$ cat src/nbfa_pkg.sv
// Package for the nursery bump/fragment allocator.
// Request kinds, status codes, register indexes and fixed field widths.
// No dependencies.
`default_nettype none
package nbfa_pkg;
   localparam int ADDR_W    = 48;
   localparam int PAYLOAD_W = 16;
   localparam int TAG_W     = 16;
   localparam int SC_W      = 14;
   localparam int NS_W      = 25;
   localparam int TOT_W     = 17;

   localparam logic [1:0] REQ_ALLOC = 2'd0;
   localparam logic [1:0] REQ_PIN   = 2'd1;
   localparam logic [1:0] REQ_UNPIN = 2'd2;
   localparam logic [1:0] REQ_RESET = 2'd3;

   localparam logic [1:0] ST_OK      = 2'd0;
   localparam logic [1:0] ST_NOSPACE = 2'd1;
   localparam logic [1:0] ST_FULL    = 2'd2;
   localparam logic [1:0] ST_OUTSIDE = 2'd3;

   localparam logic CSR_HEAP_BASE    = 1'b0;
   localparam logic CSR_NURSERY_SIZE = 1'b1;
endpackage
`default_nettype wire

$ cat src/nursery_bump_fragment_allocator_unit.sv
// Nursery allocator top level: sequencer, state registers and result register.
// Depends on nbfa_pkg and nbfa_ram.
//
// One item is worked at a time; the result register lets the next item enter
// while a result waits. Bump allocate, allocate with no fragments, failed
// pin/unpin range check and a reset with nothing pinned go straight to the
// result. A fragment scan reads and checks one entry after another, and shifts
// the later entries down when a used-up fragment is removed. A pin or unpin
// searches the pinned entries one after another; a search that finds no match,
// or a pin or unpin with an empty table, passes through a miss state. An unpin
// that finds its entry shifts the later entries down. A reset with N pinned
// regions runs a selection pass over the pinned table, N rounds of N reads plus
// one apply step each, and finishes with a tail step. Each table memory has a
// single registered read port, one entry per read. A result held by rsp_tready
// low stalls the sequencer in its final state. Configuration writes are taken
// at any time, csr_ready is always high, and must only be made while the block
// is idle.
`default_nettype none
module nursery_bump_fragment_allocator_unit #(
   parameter int HEADER_BYTES  = 16,
   parameter int MAX_PINNED    = 16,
   parameter int MAX_FRAGMENTS = 17,
   parameter int OFFSET_BITS   = 25
) (
   input  wire logic        clock,
   input  wire logic        reset,
   // item in
   input  wire logic        req_tvalid,
   output logic             req_tready,
   // payload_bytes, type_tag, object_address, object size class, 2 zero bits
   input  wire logic [95:0] req_tdata,
   // req_type
   input  wire logic [1:0]  req_tuser,
   // result out
   output logic             rsp_tvalid,
   input  wire logic        rsp_tready,
   // payload_address, header_address, size_class_out, type_tag_out,
   // used_bytes, from_fragment, zero fill
   output logic [((2*48 + 14 + 16 + OFFSET_BITS + 1 + 7) / 8) * 8 - 1:0] rsp_tdata,
   // status
   output logic [1:0]       rsp_tuser,
   // configuration
   input  wire logic        csr_valid,
   output logic             csr_ready,
   input  wire logic        csr_index,
   input  wire logic [47:0] csr_data
);
   localparam int OB      = OFFSET_BITS;
   localparam int AW      = nbfa_pkg::ADDR_W;
   localparam int SCW     = nbfa_pkg::SC_W;
   localparam int TW      = nbfa_pkg::TOT_W;
   localparam int NSW     = nbfa_pkg::NS_W;
   localparam int SUMW    = ((OB > TW) ? OB : TW) + 1;
   localparam int CW      = (OB > NSW) ? OB : NSW;
   localparam int FIDX_W  = (MAX_FRAGMENTS > 1) ? $clog2(MAX_FRAGMENTS) : 1;
   localparam int PIDX_W  = (MAX_PINNED > 1) ? $clog2(MAX_PINNED) : 1;
   localparam int FCNT_W  = $clog2(MAX_FRAGMENTS + 1);
   localparam int PCNT_W  = $clog2(MAX_PINNED + 1);
   localparam int IW      = (FCNT_W > PCNT_W) ? FCNT_W : PCNT_W;
   localparam int FRAG_W  = 2 * OB;
   localparam int PIN_W   = OB + SCW;
   localparam int DATA_W  = 2 * AW + SCW + nbfa_pkg::TAG_W + OB + 1;
   localparam int RSP_W   = ((DATA_W + 7) / 8) * 8;
   localparam logic [OB-1:0] OFF_MASK = {OB{1'b1}};
   localparam logic [OB-1:0] MIN_FRAG = OB'(HEADER_BYTES + 8);

   // sequencer states
   localparam logic [3:0] S_IDLE     = 4'd0;
   localparam logic [3:0] S_FR_RD    = 4'd1;
   localparam logic [3:0] S_FR_CHK   = 4'd2;
   localparam logic [3:0] S_FR_MV_RD = 4'd3;
   localparam logic [3:0] S_FR_MV_WR = 4'd4;
   localparam logic [3:0] S_PN_RD    = 4'd5;
   localparam logic [3:0] S_PN_CHK   = 4'd6;
   localparam logic [3:0] S_PN_MV_RD = 4'd7;
   localparam logic [3:0] S_PN_MV_WR = 4'd8;
   localparam logic [3:0] S_PN_MISS  = 4'd9;
   localparam logic [3:0] S_RS_RD    = 4'd10;
   localparam logic [3:0] S_RS_CHK   = 4'd11;
   localparam logic [3:0] S_RS_APPLY = 4'd12;
   localparam logic [3:0] S_RS_TAIL  = 4'd13;
   localparam logic [3:0] S_DONE     = 4'd14;

   // saturating add into the used count
   function automatic logic [OB-1:0] sat_add(input logic [OB-1:0] a,
                                             input logic [TW-1:0] b);
      logic [SUMW-1:0] s;
      s = SUMW'(a) + SUMW'(b);
      return (s > SUMW'(OFF_MASK)) ? OFF_MASK : s[OB-1:0];
   endfunction

   logic [3:0]      state_ff, state_in;
   logic [AW-1:0]   heap_base_ff, heap_base_in;
   logic [NSW-1:0]  nursery_size_ff, nursery_size_in;
   logic [OB-1:0]   bump_off_ff, bump_off_in;
   logic [OB-1:0]   used_ff, used_in;
   logic            bump_en_ff, bump_en_in;
   logic [FCNT_W-1:0] fcnt_ff, fcnt_in;
   logic [PCNT_W-1:0] pcnt_ff, pcnt_in;

   // latched item
   logic [1:0]      op_ff, op_in;
   logic [TW-1:0]   total_ff, total_in;
   logic [15:0]     tag_ff, tag_in;
   logic [OB-1:0]   pstart_ff, pstart_in;
   logic [SCW-1:0]  psc_ff, psc_in;

   // scan / rebuild working registers
   logic [IW-1:0]   idx_ff, idx_in;
   logic [PCNT_W-1:0] round_ff, round_in;
   logic [SUMW-1:0] prev_ff, prev_in;
   logic [OB-1:0]   sum_ff, sum_in;
   logic [OB-1:0]   last_ff, last_in;
   logic            have_last_ff, have_last_in;
   logic            best_v_ff, best_v_in;
   logic [OB-1:0]   best_start_ff, best_start_in;
   logic [SCW-1:0]  best_sc_ff, best_sc_in;
   logic [OB-1:0]   first_start_ff, first_start_in;

   // pending result
   logic [1:0]      res_status_ff, res_status_in;
   logic [OB-1:0]   res_off_ff, res_off_in;
   logic            res_ok_ff, res_ok_in;
   logic            res_frag_ff, res_frag_in;

   // result register
   logic            rsp_valid_ff, rsp_valid_in;
   logic [RSP_W-1:0] rsp_data_ff, rsp_data_in;
   logic [1:0]      rsp_user_ff, rsp_user_in;

   // memory ports
   logic              f_we;
   logic [FIDX_W-1:0] f_waddr, f_raddr;
   logic [FRAG_W-1:0] f_wdata, f_rdata;
   logic              p_we;
   logic [PIDX_W-1:0] p_waddr, p_raddr;
   logic [PIN_W-1:0]  p_wdata, p_rdata;

   nbfa_ram #(.WIDTH(FRAG_W), .DEPTH(MAX_FRAGMENTS)) u_frag_ram (
      .clock(clock), .we(f_we), .waddr(f_waddr), .wdata(f_wdata),
      .raddr(f_raddr), .rdata(f_rdata)
   );

   nbfa_ram #(.WIDTH(PIN_W), .DEPTH(MAX_PINNED)) u_pin_ram (
      .clock(clock), .we(p_we), .waddr(p_waddr), .wdata(p_wdata),
      .raddr(p_raddr), .rdata(p_rdata)
   );

   // combinational views
   logic [OB-1:0]   cap;
   logic            req_fire;
   logic [15:0]     req_payload;
   logic [AW-1:0]   req_addr;
   logic [SCW-1:0]  req_sc;
   logic [TW-1:0]   req_total;
   logic            bump_fit;
   logic            addr_above;
   logic [AW-1:0]   pin_start;
   logic [AW:0]     pin_end;
   logic            pin_inside;
   logic [OB-1:0]   fr_start, fr_size, fr_nsize;
   logic [OB-1:0]   pn_start, rs_cand;
   logic [IW-1:0]   idx_nx, idx_m1;
   logic [TW-1:0]   best_len;
   logic [SUMW-1:0] best_end;
   logic [OB-1:0]   gap;
   logic [OB-1:0]   tail_size;
   logic            tail_add;
   logic [AW-1:0]   out_hdr, out_pay;

   assign cap = (CW'(nursery_size_ff) > CW'(OFF_MASK)) ? OFF_MASK : OB'(nursery_size_ff);

   assign req_fire    = req_tvalid && req_tready;
   assign req_payload = req_tdata[15:0];
   assign req_addr    = req_tdata[79:32];
   assign req_sc      = req_tdata[93:80];
   assign req_total   = (TW'(HEADER_BYTES) + TW'(req_payload) + TW'(7)) & ~TW'(7);
   assign bump_fit    = bump_en_ff && ((SUMW'(bump_off_ff) + SUMW'(req_total)) <= SUMW'(cap));

   // pin / unpin range check
   assign addr_above = {1'b0, req_addr} >= ({1'b0, heap_base_ff} + (AW+1)'(HEADER_BYTES));
   assign pin_start  = req_addr - heap_base_ff - AW'(HEADER_BYTES);
   assign pin_end    = {1'b0, pin_start} + (AW+1)'({req_sc, 3'b000});
   assign pin_inside = addr_above &&
      ((req_tuser == nbfa_pkg::REQ_PIN) ? (pin_end <= (AW+1)'(cap))
                                        : (pin_start < AW'(cap)));

   assign fr_start = f_rdata[FRAG_W-1:OB];
   assign fr_size  = f_rdata[OB-1:0];
   assign fr_nsize = fr_size - OB'(total_ff);
   assign pn_start = p_rdata[PIN_W-1:SCW];
   assign rs_cand  = p_rdata[PIN_W-1:SCW];
   assign idx_nx   = idx_ff + IW'(1);
   assign idx_m1   = idx_ff - IW'(1);

   // pinned region in sorted order, during the rebuild
   assign best_len  = TW'({best_sc_ff, 3'b000});
   assign best_end  = SUMW'(best_start_ff) + SUMW'(best_len);
   assign gap       = best_start_ff - prev_ff[OB-1:0];
   assign tail_size = cap - prev_ff[OB-1:0];
   assign tail_add  = (prev_ff < SUMW'(cap)) && (tail_size >= MIN_FRAG) &&
                      (fcnt_ff < FCNT_W'(MAX_FRAGMENTS));

   assign out_hdr = res_ok_ff ? (heap_base_ff + AW'(res_off_ff)) : '0;
   assign out_pay = res_ok_ff ? (out_hdr + AW'(HEADER_BYTES)) : '0;

   always_comb begin
      state_in        = state_ff;
      heap_base_in    = heap_base_ff;
      nursery_size_in = nursery_size_ff;
      bump_off_in     = bump_off_ff;
      used_in         = used_ff;
      bump_en_in      = bump_en_ff;
      fcnt_in         = fcnt_ff;
      pcnt_in         = pcnt_ff;
      op_in           = op_ff;
      total_in        = total_ff;
      tag_in          = tag_ff;
      pstart_in       = pstart_ff;
      psc_in          = psc_ff;
      idx_in          = idx_ff;
      round_in        = round_ff;
      prev_in         = prev_ff;
      sum_in          = sum_ff;
      last_in         = last_ff;
      have_last_in    = have_last_ff;
      best_v_in       = best_v_ff;
      best_start_in   = best_start_ff;
      best_sc_in      = best_sc_ff;
      first_start_in  = first_start_ff;
      res_status_in   = res_status_ff;
      res_off_in      = res_off_ff;
      res_ok_in       = res_ok_ff;
      res_frag_in     = res_frag_ff;
      rsp_valid_in    = rsp_valid_ff && !rsp_tready;
      rsp_data_in     = rsp_data_ff;
      rsp_user_in     = rsp_user_ff;
      f_we    = 1'b0;
      f_waddr = '0;
      f_wdata = '0;
      f_raddr = idx_ff[FIDX_W-1:0];
      p_we    = 1'b0;
      p_waddr = '0;
      p_wdata = '0;
      p_raddr = idx_ff[PIDX_W-1:0];

      if (csr_valid) begin
         if (csr_index == nbfa_pkg::CSR_HEAP_BASE) begin
            heap_base_in = csr_data;
         end else begin
            nursery_size_in = csr_data[NSW-1:0];
         end
      end

      unique case (state_ff)
         S_IDLE: begin
            if (req_fire) begin
               op_in         = req_tuser;
               tag_in        = req_tdata[31:16];
               total_in      = req_total;
               pstart_in     = pin_start[OB-1:0];
               psc_in        = req_sc;
               res_status_in = nbfa_pkg::ST_OK;
               res_ok_in     = 1'b0;
               res_frag_in   = 1'b0;
               res_off_in    = '0;
               idx_in        = '0;
               state_in      = S_DONE;
               case (req_tuser) inside
                  nbfa_pkg::REQ_ALLOC: begin
                     if (bump_fit) begin
                        res_ok_in   = 1'b1;
                        res_off_in  = bump_off_ff;
                        bump_off_in = bump_off_ff + OB'(req_total);
                        used_in     = sat_add(used_ff, req_total);
                     end else if (fcnt_ff == '0) begin
                        res_status_in = nbfa_pkg::ST_NOSPACE;
                     end else begin
                        state_in = S_FR_RD;
                     end
                  end
                  nbfa_pkg::REQ_PIN, nbfa_pkg::REQ_UNPIN: begin
                     if (!pin_inside) begin
                        res_status_in = nbfa_pkg::ST_OUTSIDE;
                     end else if (pcnt_ff == '0) begin
                        state_in = S_PN_MISS;
                     end else begin
                        state_in = S_PN_RD;
                     end
                  end
                  default: begin
                     // nursery reset
                     fcnt_in = '0;
                     if (pcnt_ff == '0) begin
                        bump_off_in = '0;
                        used_in     = '0;
                        bump_en_in  = 1'b1;
                     end else begin
                        prev_in      = '0;
                        sum_in       = '0;
                        have_last_in = 1'b0;
                        best_v_in    = 1'b0;
                        round_in     = '0;
                        state_in     = S_RS_RD;
                     end
                  end
               endcase
            end
         end

         S_FR_RD: state_in = S_FR_CHK;

         S_FR_CHK: begin
            if (SUMW'(fr_size) >= SUMW'(total_ff)) begin
               res_ok_in   = 1'b1;
               res_frag_in = 1'b1;
               res_off_in  = fr_start;
               used_in     = sat_add(used_ff, total_ff);
               if (fr_nsize >= MIN_FRAG) begin
                  f_we     = 1'b1;
                  f_waddr  = idx_ff[FIDX_W-1:0];
                  f_wdata  = {fr_start + OB'(total_ff), fr_nsize};
                  state_in = S_DONE;
               end else if (idx_nx < IW'(fcnt_ff)) begin
                  idx_in   = idx_nx;
                  state_in = S_FR_MV_RD;
               end else begin
                  fcnt_in  = fcnt_ff - FCNT_W'(1);
                  state_in = S_DONE;
               end
            end else if (idx_nx == IW'(fcnt_ff)) begin
               res_status_in = nbfa_pkg::ST_NOSPACE;
               state_in      = S_DONE;
            end else begin
               idx_in   = idx_nx;
               state_in = S_FR_RD;
            end
         end

         S_FR_MV_RD: state_in = S_FR_MV_WR;

         S_FR_MV_WR: begin
            // close the gap left by the removed fragment
            f_we    = 1'b1;
            f_waddr = idx_m1[FIDX_W-1:0];
            f_wdata = f_rdata;
            if (idx_nx == IW'(fcnt_ff)) begin
               fcnt_in  = fcnt_ff - FCNT_W'(1);
               state_in = S_DONE;
            end else begin
               idx_in   = idx_nx;
               state_in = S_FR_MV_RD;
            end
         end

         S_PN_RD: state_in = S_PN_CHK;

         S_PN_CHK: begin
            if (pn_start == pstart_ff) begin
               if (op_ff == nbfa_pkg::REQ_PIN) begin
                  state_in = S_DONE;
               end else if (idx_nx < IW'(pcnt_ff)) begin
                  idx_in   = idx_nx;
                  state_in = S_PN_MV_RD;
               end else begin
                  pcnt_in  = pcnt_ff - PCNT_W'(1);
                  state_in = S_DONE;
               end
            end else if (idx_nx == IW'(pcnt_ff)) begin
               state_in = S_PN_MISS;
            end else begin
               idx_in   = idx_nx;
               state_in = S_PN_RD;
            end
         end

         S_PN_MV_RD: state_in = S_PN_MV_WR;

         S_PN_MV_WR: begin
            p_we    = 1'b1;
            p_waddr = idx_m1[PIDX_W-1:0];
            p_wdata = p_rdata;
            if (idx_nx == IW'(pcnt_ff)) begin
               pcnt_in  = pcnt_ff - PCNT_W'(1);
               state_in = S_DONE;
            end else begin
               idx_in   = idx_nx;
               state_in = S_PN_MV_RD;
            end
         end

         S_PN_MISS: begin
            // region not yet pinned
            if (op_ff == nbfa_pkg::REQ_PIN) begin
               if (pcnt_ff >= PCNT_W'(MAX_PINNED)) begin
                  res_status_in = nbfa_pkg::ST_FULL;
               end else begin
                  p_we    = 1'b1;
                  p_waddr = pcnt_ff[PIDX_W-1:0];
                  p_wdata = {pstart_ff, psc_ff};
                  pcnt_in = pcnt_ff + PCNT_W'(1);
               end
            end
            state_in = S_DONE;
         end

         S_RS_RD: state_in = S_RS_CHK;

         S_RS_CHK: begin
            // smallest start above the last one taken
            if ((!have_last_ff || rs_cand > last_ff) &&
                (!best_v_ff || rs_cand < best_start_ff)) begin
               best_v_in     = 1'b1;
               best_start_in = rs_cand;
               best_sc_in    = p_rdata[SCW-1:0];
            end
            if (idx_nx == IW'(pcnt_ff)) begin
               state_in = S_RS_APPLY;
            end else begin
               idx_in   = idx_nx;
               state_in = S_RS_RD;
            end
         end

         S_RS_APPLY: begin
            if (SUMW'(best_start_ff) > prev_ff && gap >= MIN_FRAG &&
                fcnt_ff < FCNT_W'(MAX_FRAGMENTS)) begin
               f_we    = 1'b1;
               f_waddr = fcnt_ff[FIDX_W-1:0];
               f_wdata = {prev_ff[OB-1:0], gap};
               if (fcnt_ff == '0) begin
                  first_start_in = prev_ff[OB-1:0];
               end
               fcnt_in = fcnt_ff + FCNT_W'(1);
            end
            if (best_end > prev_ff) begin
               prev_in = best_end;
            end
            sum_in       = sat_add(sum_ff, best_len);
            last_in      = best_start_ff;
            have_last_in = 1'b1;
            best_v_in    = 1'b0;
            idx_in       = '0;
            if (round_ff + PCNT_W'(1) == pcnt_ff) begin
               state_in = S_RS_TAIL;
            end else begin
               round_in = round_ff + PCNT_W'(1);
               state_in = S_RS_RD;
            end
         end

         S_RS_TAIL: begin
            if (tail_add) begin
               f_we    = 1'b1;
               f_waddr = fcnt_ff[FIDX_W-1:0];
               f_wdata = {prev_ff[OB-1:0], tail_size};
               fcnt_in = fcnt_ff + FCNT_W'(1);
            end
            if (fcnt_ff != '0) begin
               bump_off_in = first_start_ff;
            end else if (tail_add) begin
               bump_off_in = prev_ff[OB-1:0];
            end else begin
               bump_off_in = cap;
            end
            // bumping would run over pinned objects
            bump_en_in = 1'b0;
            used_in    = sum_ff;
            state_in   = S_DONE;
         end

         S_DONE: begin
            if (!rsp_valid_ff || rsp_tready) begin
               rsp_valid_in = 1'b1;
               rsp_user_in  = res_status_ff;
               rsp_data_in  = RSP_W'({res_frag_ff, used_ff,
                                      res_ok_ff ? tag_ff : 16'd0,
                                      res_ok_ff ? total_ff[TW-1:3] : SCW'(0),
                                      out_hdr, out_pay});
               state_in     = S_IDLE;
            end
         end

         default: state_in = S_IDLE;
      endcase
   end

   always_ff @(posedge clock) begin
      if (reset) begin
         state_ff        <= S_IDLE;
         heap_base_ff    <= '0;
         nursery_size_ff <= NSW'(1048576);
         bump_off_ff     <= '0;
         used_ff         <= '0;
         bump_en_ff      <= 1'b1;
         fcnt_ff         <= '0;
         pcnt_ff         <= '0;
         rsp_valid_ff    <= 1'b0;
      end else begin
         state_ff        <= state_in;
         heap_base_ff    <= heap_base_in;
         nursery_size_ff <= nursery_size_in;
         bump_off_ff     <= bump_off_in;
         used_ff         <= used_in;
         bump_en_ff      <= bump_en_in;
         fcnt_ff         <= fcnt_in;
         pcnt_ff         <= pcnt_in;
         rsp_valid_ff    <= rsp_valid_in;
      end
      op_ff          <= op_in;
      total_ff       <= total_in;
      tag_ff         <= tag_in;
      pstart_ff      <= pstart_in;
      psc_ff         <= psc_in;
      idx_ff         <= idx_in;
      round_ff       <= round_in;
      prev_ff        <= prev_in;
      sum_ff         <= sum_in;
      last_ff        <= last_in;
      have_last_ff   <= have_last_in;
      best_v_ff      <= best_v_in;
      best_start_ff  <= best_start_in;
      best_sc_ff     <= best_sc_in;
      first_start_ff <= first_start_in;
      res_status_ff  <= res_status_in;
      res_off_ff     <= res_off_in;
      res_ok_ff      <= res_ok_in;
      res_frag_ff    <= res_frag_in;
      rsp_data_ff    <= rsp_data_in;
      rsp_user_ff    <= rsp_user_in;
   end

   assign req_tready = (state_ff == S_IDLE);
   assign csr_ready  = 1'b1;
   assign rsp_tvalid = rsp_valid_ff;
   assign rsp_tdata  = rsp_data_ff;
   assign rsp_tuser  = rsp_user_ff;
endmodule
`default_nettype wire

$ cat src/nbfa_ram.sv
// Simple dual-port synchronous RAM, one write and one registered read port.
// Used for the fragment and pinned-region tables. No dependencies.
`default_nettype none
module nbfa_ram #(
   parameter int WIDTH = 8,
   parameter int DEPTH = 16
) (
   input  wire logic                                 clock,
   input  wire logic                                 we,
   input  wire logic [(DEPTH > 1 ? $clog2(DEPTH) : 1)-1:0] waddr,
   input  wire logic [WIDTH-1:0]                     wdata,
   input  wire logic [(DEPTH > 1 ? $clog2(DEPTH) : 1)-1:0] raddr,
   output logic      [WIDTH-1:0]                     rdata
);
   logic [WIDTH-1:0] mem [DEPTH];

   always_ff @(posedge clock) begin
      if (we) begin
         mem[waddr] <= wdata;
      end
      rdata <= mem[raddr];
   end
endmodule
`default_nettype wire

$ cat config.mk
export PLATFORM = sky130hd
export DESIGN_NAME = nursery_bump_fragment_allocator_unit
export DESIGN_NICKNAME = d
export VERILOG_FILES = /design/src/nbfa_pkg.sv /design/src/nursery_bump_fragment_allocator_unit.sv /design/src/nbfa_ram.sv
export SDC_FILE = /design/constraint.sdc
export NUM_CORES = 2
export LEC_CHECK = 0
export BUFFER_PORTS_ARGS = -buffer_cell sky130_fd_sc_hd__buf_2
export CORE_UTILIZATION = 45
export DETAILED_ROUTE_END_ITERATION = 7
export MAX_ROUTING_LAYER = met4
export SETUP_SLACK_MARGIN = 0.2
export SYNTH_ARGS = -nofsm -noshare
export SYNTH_HDL_FRONTEND = slang
export SYNTH_SLANG_ARGS = --single-unit
$ cat constraint.sdc
create_clock -name clock -period 14.55 [get_ports clock]
set_input_delay 0.7275 -clock clock [delete_from_list [all_inputs] [get_ports clock]]
set_output_delay 0.7275 -clock clock [all_outputs]
set_load 0.02 [all_outputs]
Word level (Yosys, flattened, before mapping)
Memories as Yosys holds them, arrays and structs flattened. A register that Yosys moved wholly into a read port is not among the register bits.
Cells that the tools add are included.
W data, S select, Z words.
{ "word_totals": {"regBits": 545, "mem_bits_rw": 1474, "input_bits": 152, "out_inout_bits": 157, "wordCells": 334, "memories": 2} }
{ "op_classes": {"addsub": 25, "magnitude_cmp": 21, "eq_ne": 52, "mux": 150, "n_bitwise": 1, "n_reduce_logical": 52} }
{ "memory_table": {"columns": ["name", "depth", "word_bits", "rd", "rd_clocked_by_memory_dff", "write_ports", "line", "text"], "rows": [
  ["u_frag_ram.mem", 17, 50, 1, 1, 1, "nbfa_ram.sv:15", "logic [WIDTH-1:0] mem [DEPTH];"],
  ["u_pin_ram.mem", 16, 39, 1, 1, 1, "nbfa_ram.sv:15", null]
]} }
{ "ops": {"columns": ["cell", "count"], "rows": [
  ["$mux W25", 23],
  ["$mux W50", 4],
  ["$pmux W50 S4", 1],
  ["$mux W5", 33],
  ["$pmux W25 S2", 3],
  ["$add A25 B17 Y26", 5],
  ["$mux W26", 5],
  ["$mux W4", 20],
  ["$gt A26 B25 Y1 const B", 3],
  ["$mux W39", 2],
  ["$pmux W39 S2", 1],
  ["$ge A25 B5 Y1 const B", 3],
  ["$pmux W25 S3", 1],
  ["$pmux W4 S14", 1],
  ["$pmux W26 S2", 1],
  ["$add A25 B17 Y25", 2],
  ["$sub A25 B25 Y25", 2],
  ["$add A48 B17 Y49", 1],
  ["$add A48 B5 Y49 const B", 1],
  ["$ge A48 B49 Y1", 1],
  ["$le A49 B25 Y1", 1],
  ["$add A48 B25 Y48", 1],
  ["$add A48 B5 Y48 const B", 1],
  ["$lt A48 B25 Y1", 1],
  ["other kinds (62)", 184]
]} }

Logic depth before layout (Yosys ltp)
{ "depth": {"depth_word": 11, "ltp_mapped": 34, "ltp_nobuf": 34} }

Cells and area by module
Synthesis repeated with hierarchy kept, for this count alone.
{ "unflattened": {"cells_unflattened": 7459, "area_unflattened_um2": 102913.7} }
{ "modules_own_cells": {"columns": ["module", "instances", "cells_each", "area_each_um2", "seq_area_each_um2"], "rows": [
  ["nursery_bump_fragment_allocator_unit", 1, 5034, 44707.9, 14974.4],
  ["nbfa_ram at u_frag_ram", 1, 1411, 34020.1, 26525.4],
  ["nbfa_ram at u_pin_ram", 1, 1014, 24185.7, 19518.7]
]} }

Least setup slack after synthesis
Ideal clock, no wire load.
{ "synth_timing": {"path_kind": "flip-flop to flip-flop", "startpoint": "register prev_ff[0]", "endpoint": "memory u_frag_ram.mem[0][0] in the netlist's numbering, enable pin", "setup_time_ns": 0.599, "arrival_ns": 9.586, "t_required_ns": 13.951, "path_slack_ns": 4.365, "path_stages_with_launch": 19, "n_path_buf": 1, "period_less_slack_ns": 10.185, "cell_sequence": "edfxtp_1 ha_1 inv_1 fa_1 a21o_1 a21oi_1 o21ai_1 a21oi_1 o21ai_1 a221oi_2 mux2_2 a211oi_1 nand3_1 nor4b_2 nor4_1 or2_1 buf_2 a222oi_1 nor4b_1"} }
{ "synth_between": {"elab_chain_len": 8, "elab_cells_between_ends": 18, "classes_between": "add/sub: 2; order compare: 4; mux: 8; reduce/logical: 4"} }
{ "synth_rtl": {"columns": ["item", "line", "text"], "rows": [
  ["from (decl)", "nursery_bump_fragment_allocator_unit.sv:111", "logic [SUMW-1:0] prev_ff, prev_in;"],
  ["from (signal assigned)", "nursery_bump_fragment_allocator_unit.sv:517", "prev_ff <= prev_in;"],
  ["$sub A25 B25 Y25, on equally long branches", "nursery_bump_fragment_allocator_unit.sv:200, nursery_bump_fragment_allocator_unit.sv:199", null],
  ["$ge A25 B5 Y1, on equally long branches", "nursery_bump_fragment_allocator_unit.sv:201, nursery_bump_fragment_allocator_unit.sv:426", null],
  ["$logic_and A1 B1 Y1, on equally long branches (2 in a row)", "nursery_bump_fragment_allocator_unit.sv:201, nursery_bump_fragment_allocator_unit.sv:426", null],
  ["$mux W1, on equally long branches", "nursery_bump_fragment_allocator_unit.sv:453, nursery_bump_fragment_allocator_unit.sv:426", null],
  ["$pmux W1 S4", "nursery_bump_fragment_allocator_unit.sv:255", "unique case (state_ff)"],
  ["$mux W1", "nbfa_ram.sv:18", "if (we) begin"],
  ["$mux W1 (implied by the code)", "nbfa_ram.sv:19", "mem[waddr] <= wdata;"],
  ["to (decl)", "nbfa_ram.sv:15", null]
]} }
Parallel ways exist; a longest one is shown, timed or not.

Worst setup path in the final report
{ "layout_timing": {"startpoint": "register heap_base_ff[1]", "endpoint": "register res_status_ff[0] (data pin)"} }
{ "layout_between": {"elab_chain_len": 11, "elab_cells_between_ends": 14, "classes_between": "add/sub: 4; order compare: 3; mux: 6; reduce/logical: 1"} }
{ "layout_rtl": {"columns": ["item", "line", "text"], "rows": [
  ["from (decl)", "nursery_bump_fragment_allocator_unit.sv:93", "logic [AW-1:0] heap_base_ff, heap_base_in;"],
  ["from (signal assigned)", "nursery_bump_fragment_allocator_unit.sv:501", "heap_base_ff <= heap_base_in;"],
  ["$sub A48 B48 Y48 (*)", "nursery_bump_fragment_allocator_unit.sv:182", "assign pin_start = req_addr - heap_base_ff - AW'(HEADER_BYTES);"],
  ["$sub A48 B5 Y48 (*)", "nursery_bump_fragment_allocator_unit.sv:182", null],
  ["net pin_start[15]", "nursery_bump_fragment_allocator_unit.sv:158", "logic [AW-1:0] pin_start;"],
  ["$add A48 B17 Y49", "nursery_bump_fragment_allocator_unit.sv:183", "assign pin_end = {1'b0, pin_start} + (AW+1)'({req_sc, 3'b000});"],
  ["$le A49 B25 Y1", "nursery_bump_fragment_allocator_unit.sv:185", "((req_tuser == nbfa_pkg::REQ_PIN) ? (pin_end <= (AW+1)'(cap))"],
  ["$mux W1 (*)", "nursery_bump_fragment_allocator_unit.sv:185", null],
  ["$logic_and A1 B1 Y1 (*)", "nursery_bump_fragment_allocator_unit.sv:184", "assign pin_inside = addr_above &&"],
  ["$mux W2 (*)", "nursery_bump_fragment_allocator_unit.sv:283", "if (!pin_inside) begin"],
  ["$mux W2 (*) (2 in a row)", "nursery_bump_fragment_allocator_unit.sv:269", "case (req_tuser) inside"],
  ["$mux W2 (*)", "nursery_bump_fragment_allocator_unit.sv:257", "if (req_fire) begin"],
  ["$pmux W2 S3 (*)", "nursery_bump_fragment_allocator_unit.sv:255", null],
  ["net res_status_in[0]", "nursery_bump_fragment_allocator_unit.sv:121", "logic [1:0] res_status_ff, res_status_in;"],
  ["to (signal assigned)", "nursery_bump_fragment_allocator_unit.sv:525", "res_status_ff <= res_status_in;"],
  ["to (decl)", "nursery_bump_fragment_allocator_unit.sv:121", null]
]} }
Mark *: on every way through the listed nets, which the timed path passes. The rest lies on a longest branch. The select of a mux whose other input is x is not followed.
A chain may end at the register's enable or synchronous reset.

==> results.json <==
{
  "via_per_inst": 5.982,
  "die_w_um": 479.9,
  "cts_buffers": 215,
  "routed_wl_mm": 304.4,
  "pin_count": 309,
  "grt_pass1_vias": 63980,
  "start_kind": "register",
  "rows": 175,
  "route.detailed.drc": 0,
  "synthesis.nets": 8178,
  "fmax_ghz": 0.1176,
  "clock-root-buffer": "clkbuf_16",
  "ctsHoldBuffers": 16,
  "tightest_slew_ps": 1293,
  "cts-resized-gates": 0,
  "num_vias": 65980,
  "power_density_mw_per_mm2": 191.6,
  "grt_first_pass_wirelength_mm": 440.1,
  "crit_path_top_delay_cell": "or4b_4",
  "worstSkewPairLatency_ps": 910,
  "post_cts_buffers": 0,
  "final.fill_count": 19360,
  "maxCapViolations": 0,
  "fin_hold_ws_ps": 92.10,
  "cp.required_ps": 15140,
  "hpwl_mm": 205.2,
  "drive_gt1_share_pct": 17.14,
  "syn_inst": 7496,
  "yosysWarnings": 0,
  "crit_type": "register to register",
  "critPathArrivalTime_ps": 9090,
  "ant_nets": 0,
  "slew_viol_final": 0,
  "period_share_pct": 58.46,
  "design_power_total_uw": 22120,
  "ff2ff_setup_slack_ps": 6040,
  "grt.total_usage_pct": 26.87,
  "setup_violations": 0,
  "gp_congestion": 0.9596,
  "synth_largest_area_cell": "edfxtp_1",
  "clock_skew_ps": 83.97,
  "coreArea_sq_mm": 0.2273,
  "power_leakage_uw": 0.04109,
  "crit_path_max_fanout": 6,
  "syn_to_final_growth_pct": 12.34,
  "yosys-top-cells-area": "edfxtp_1 55%, mux4_2 9.8%, ha_1 6.3%",
  "io_buffers": 305,
  "ys_seq_area_share_pct": 59.37,
  "initialDrtViolationCount": 7307,
  "min-delay-start": "csr_data[46]",
  "holdPathStages": 3,
  "synth.most_common_cell": "edfxtp_1",
  "grt_setup_unrepaired": "no",
  "synthFlopType": "edfxtp_1",
  "outcome": "complete, no violations",
  "peakVddDrop_v": 0.0002279,
  "wl_per_cell_um": 27.59,
  "stdcell_count": 11030,
  "antenna_found_initial": 26,
  "synth_area_sq_mm": 0.1028,
  "r2r-start": "heap_base_ff[1]",
  "h-tree-depth": 4,
  "placed_cells": 10580,
  "grt_max_degree": 156,
  "synth_top_area_share_pct": 54.93,
  "ys_types": 122,
  "ys_async_sr_fraction_pct": 0,
  "cts_tree": "done",
  "worst_slew_margin_rel_pct": 13.24,
  "dieHeight_um": 479.9,
  "tns_ps": 0,
  "nNetsFinal": 8487,
  "setup_slack_ps": 6043,
  "cts.clk_slew.worst_paths_ps": 70,
  "dr.pass1.iters": 7,
  "crit_path_end_kind": "register",
  "holdCritPathClass": "input pin to register",
  "ys_seq_elements": 2108,
  "cts_buffer_depth": 3,
  "hold_viol": 0,
  "syn_area_per_cell_sq_um": 13.71,
  "die_area_sq_mm": 0.2303,
  "dp_slack_ps": 5820,
  "grt_remaining_overflow": 0,
  "reg2reg_to": "res_status_ff[0]",
  "synthTopCellsByCount": "1880 x edfxtp_1, 542 x nand2_1, 514 x ha_1",
  "r2r.worst_path.cells": 33,
  "synth_edf_count": 1880,
  "period_minus_slack_ps": 8507,
  "start_util_pct": 45.22,
  "min_delay_worst_endpoint": "heap_base_ff[46]",
  "max_stage_delay_ps": 560,
  "clock_sinks": 2108
}
cell type report:
cell class / instances / area [sq um] / share of cell area, %
well taps: 3009 / 3765 / 3.261
flip-flops and latches: 2108 / 61020 / 52.85
clock buffers: 283 / 5778 / 5.004
multi-input cells: 4593 / 39040 / 33.82
inverters: 461 / 1732 / 1.500
repair buffers: 426 / 2527 / 2.189
clock inverters: 122 / 1519 / 1.316
diodes: 29 / 72.57 / 0.06285
metal layers:
layer,wire length [um],track usage (%)
met5,0,-
met4,7991,7.462
met3,20040,3.954
met2,140300,40.77
met1,136100,37.74
critical path: cells and delay by family (launching register included):
kind	cells	cell delay (ps)
xor gates and xnor gates	2	650
DFF	1	410
AOI/OAI and AO/OA	15	3080
adders and majority gates	5	1660
buffers and inverters	2	150
and+or+nand+nor	9	2260
worst max path at each step:
stage,start,endpoint,slack [ps]
2_1_floorplan,prev_ff[0],u_frag_ram.mem[0][0],4360
3_3_place_gp,req_tdata[33],res_status_ff[0],5800
3_5_place_dp,req_tdata[32],res_status_ff[0],5820
4_1_cts,heap_base_ff[1],res_status_ff[0],6080
5_1_grt,heap_base_ff[1],res_status_ff[0],5470
6_report,heap_base_ff[1],res_status_ff[0],6040
flip-flops by register name, indices dropped and copies added (netlist names), 26 cells and up:
| signal | cells |
|---|---|
| u_pin_ram.rdata | 39 |
| u_pin_ram.mem | 624 |
| prev_ff | 26 |
| u_frag_ram.rdata | 50 |
| rsp_tdata | 152 |
| heap_base_ff | 48 |
| u_frag_ram.mem | 850 |
layout by cell type (no fill, tap or decap), types with 102 or more instances in the layout:
cell	n
dfxtp_1	227
ha_1	514
xor2_1	119
buf_2	304
nor2_1	376
o21ai_0	226
a21oi_1	455
xnor2_1	237
mux4_2	445
inv_1	458
clkbuf_16	217
edfxtp_1	1880
nand3_1	134
a21o_1	166
buf_4	102
nand2_1	541
metrics by stage:
| stage | util [%] | instance area [sq um] |
|---|---|---|
| global placement | 47.48 | 107900 |
| floorplan | - | 102800 |
| detailed placement | 47.48 | 107900 |
| CTS | 50.76 | 115400 |
| finish | 50.80 | 115500 |
| global route | 50.79 | 115400 |
cells by family (layout without fill, tap and decap cells):
| family | count (synthesis) | count (layout) | share of synthesized area (%) |
|---|---|---|---|
| flip-flops | 2108 | 2108 | 59.37 |
| AND/OR/NAND/NOR | 1768 | 1768 | 8.468 |
| AO/OA/AOI/OAI | 1412 | 1412 | 8.982 |
| buffers and inverters | 795 | 1292 | 2.956 |
| adder cells (fa/ha/maj) | 530 | 530 | 6.569 |
| multiplexers | 525 | 525 | 10.60 |
| XOR/XNOR | 357 | 357 | 3.050 |
| other | 1 | 30 | 0.003649 |
power breakdown:
part | switching [uW] | internal, uW
logic | 4730 | 3040
clock network | 2440 | 3200
registers | 669 | 8040
No activity file was read; power rests on OpenSTA's default activity.
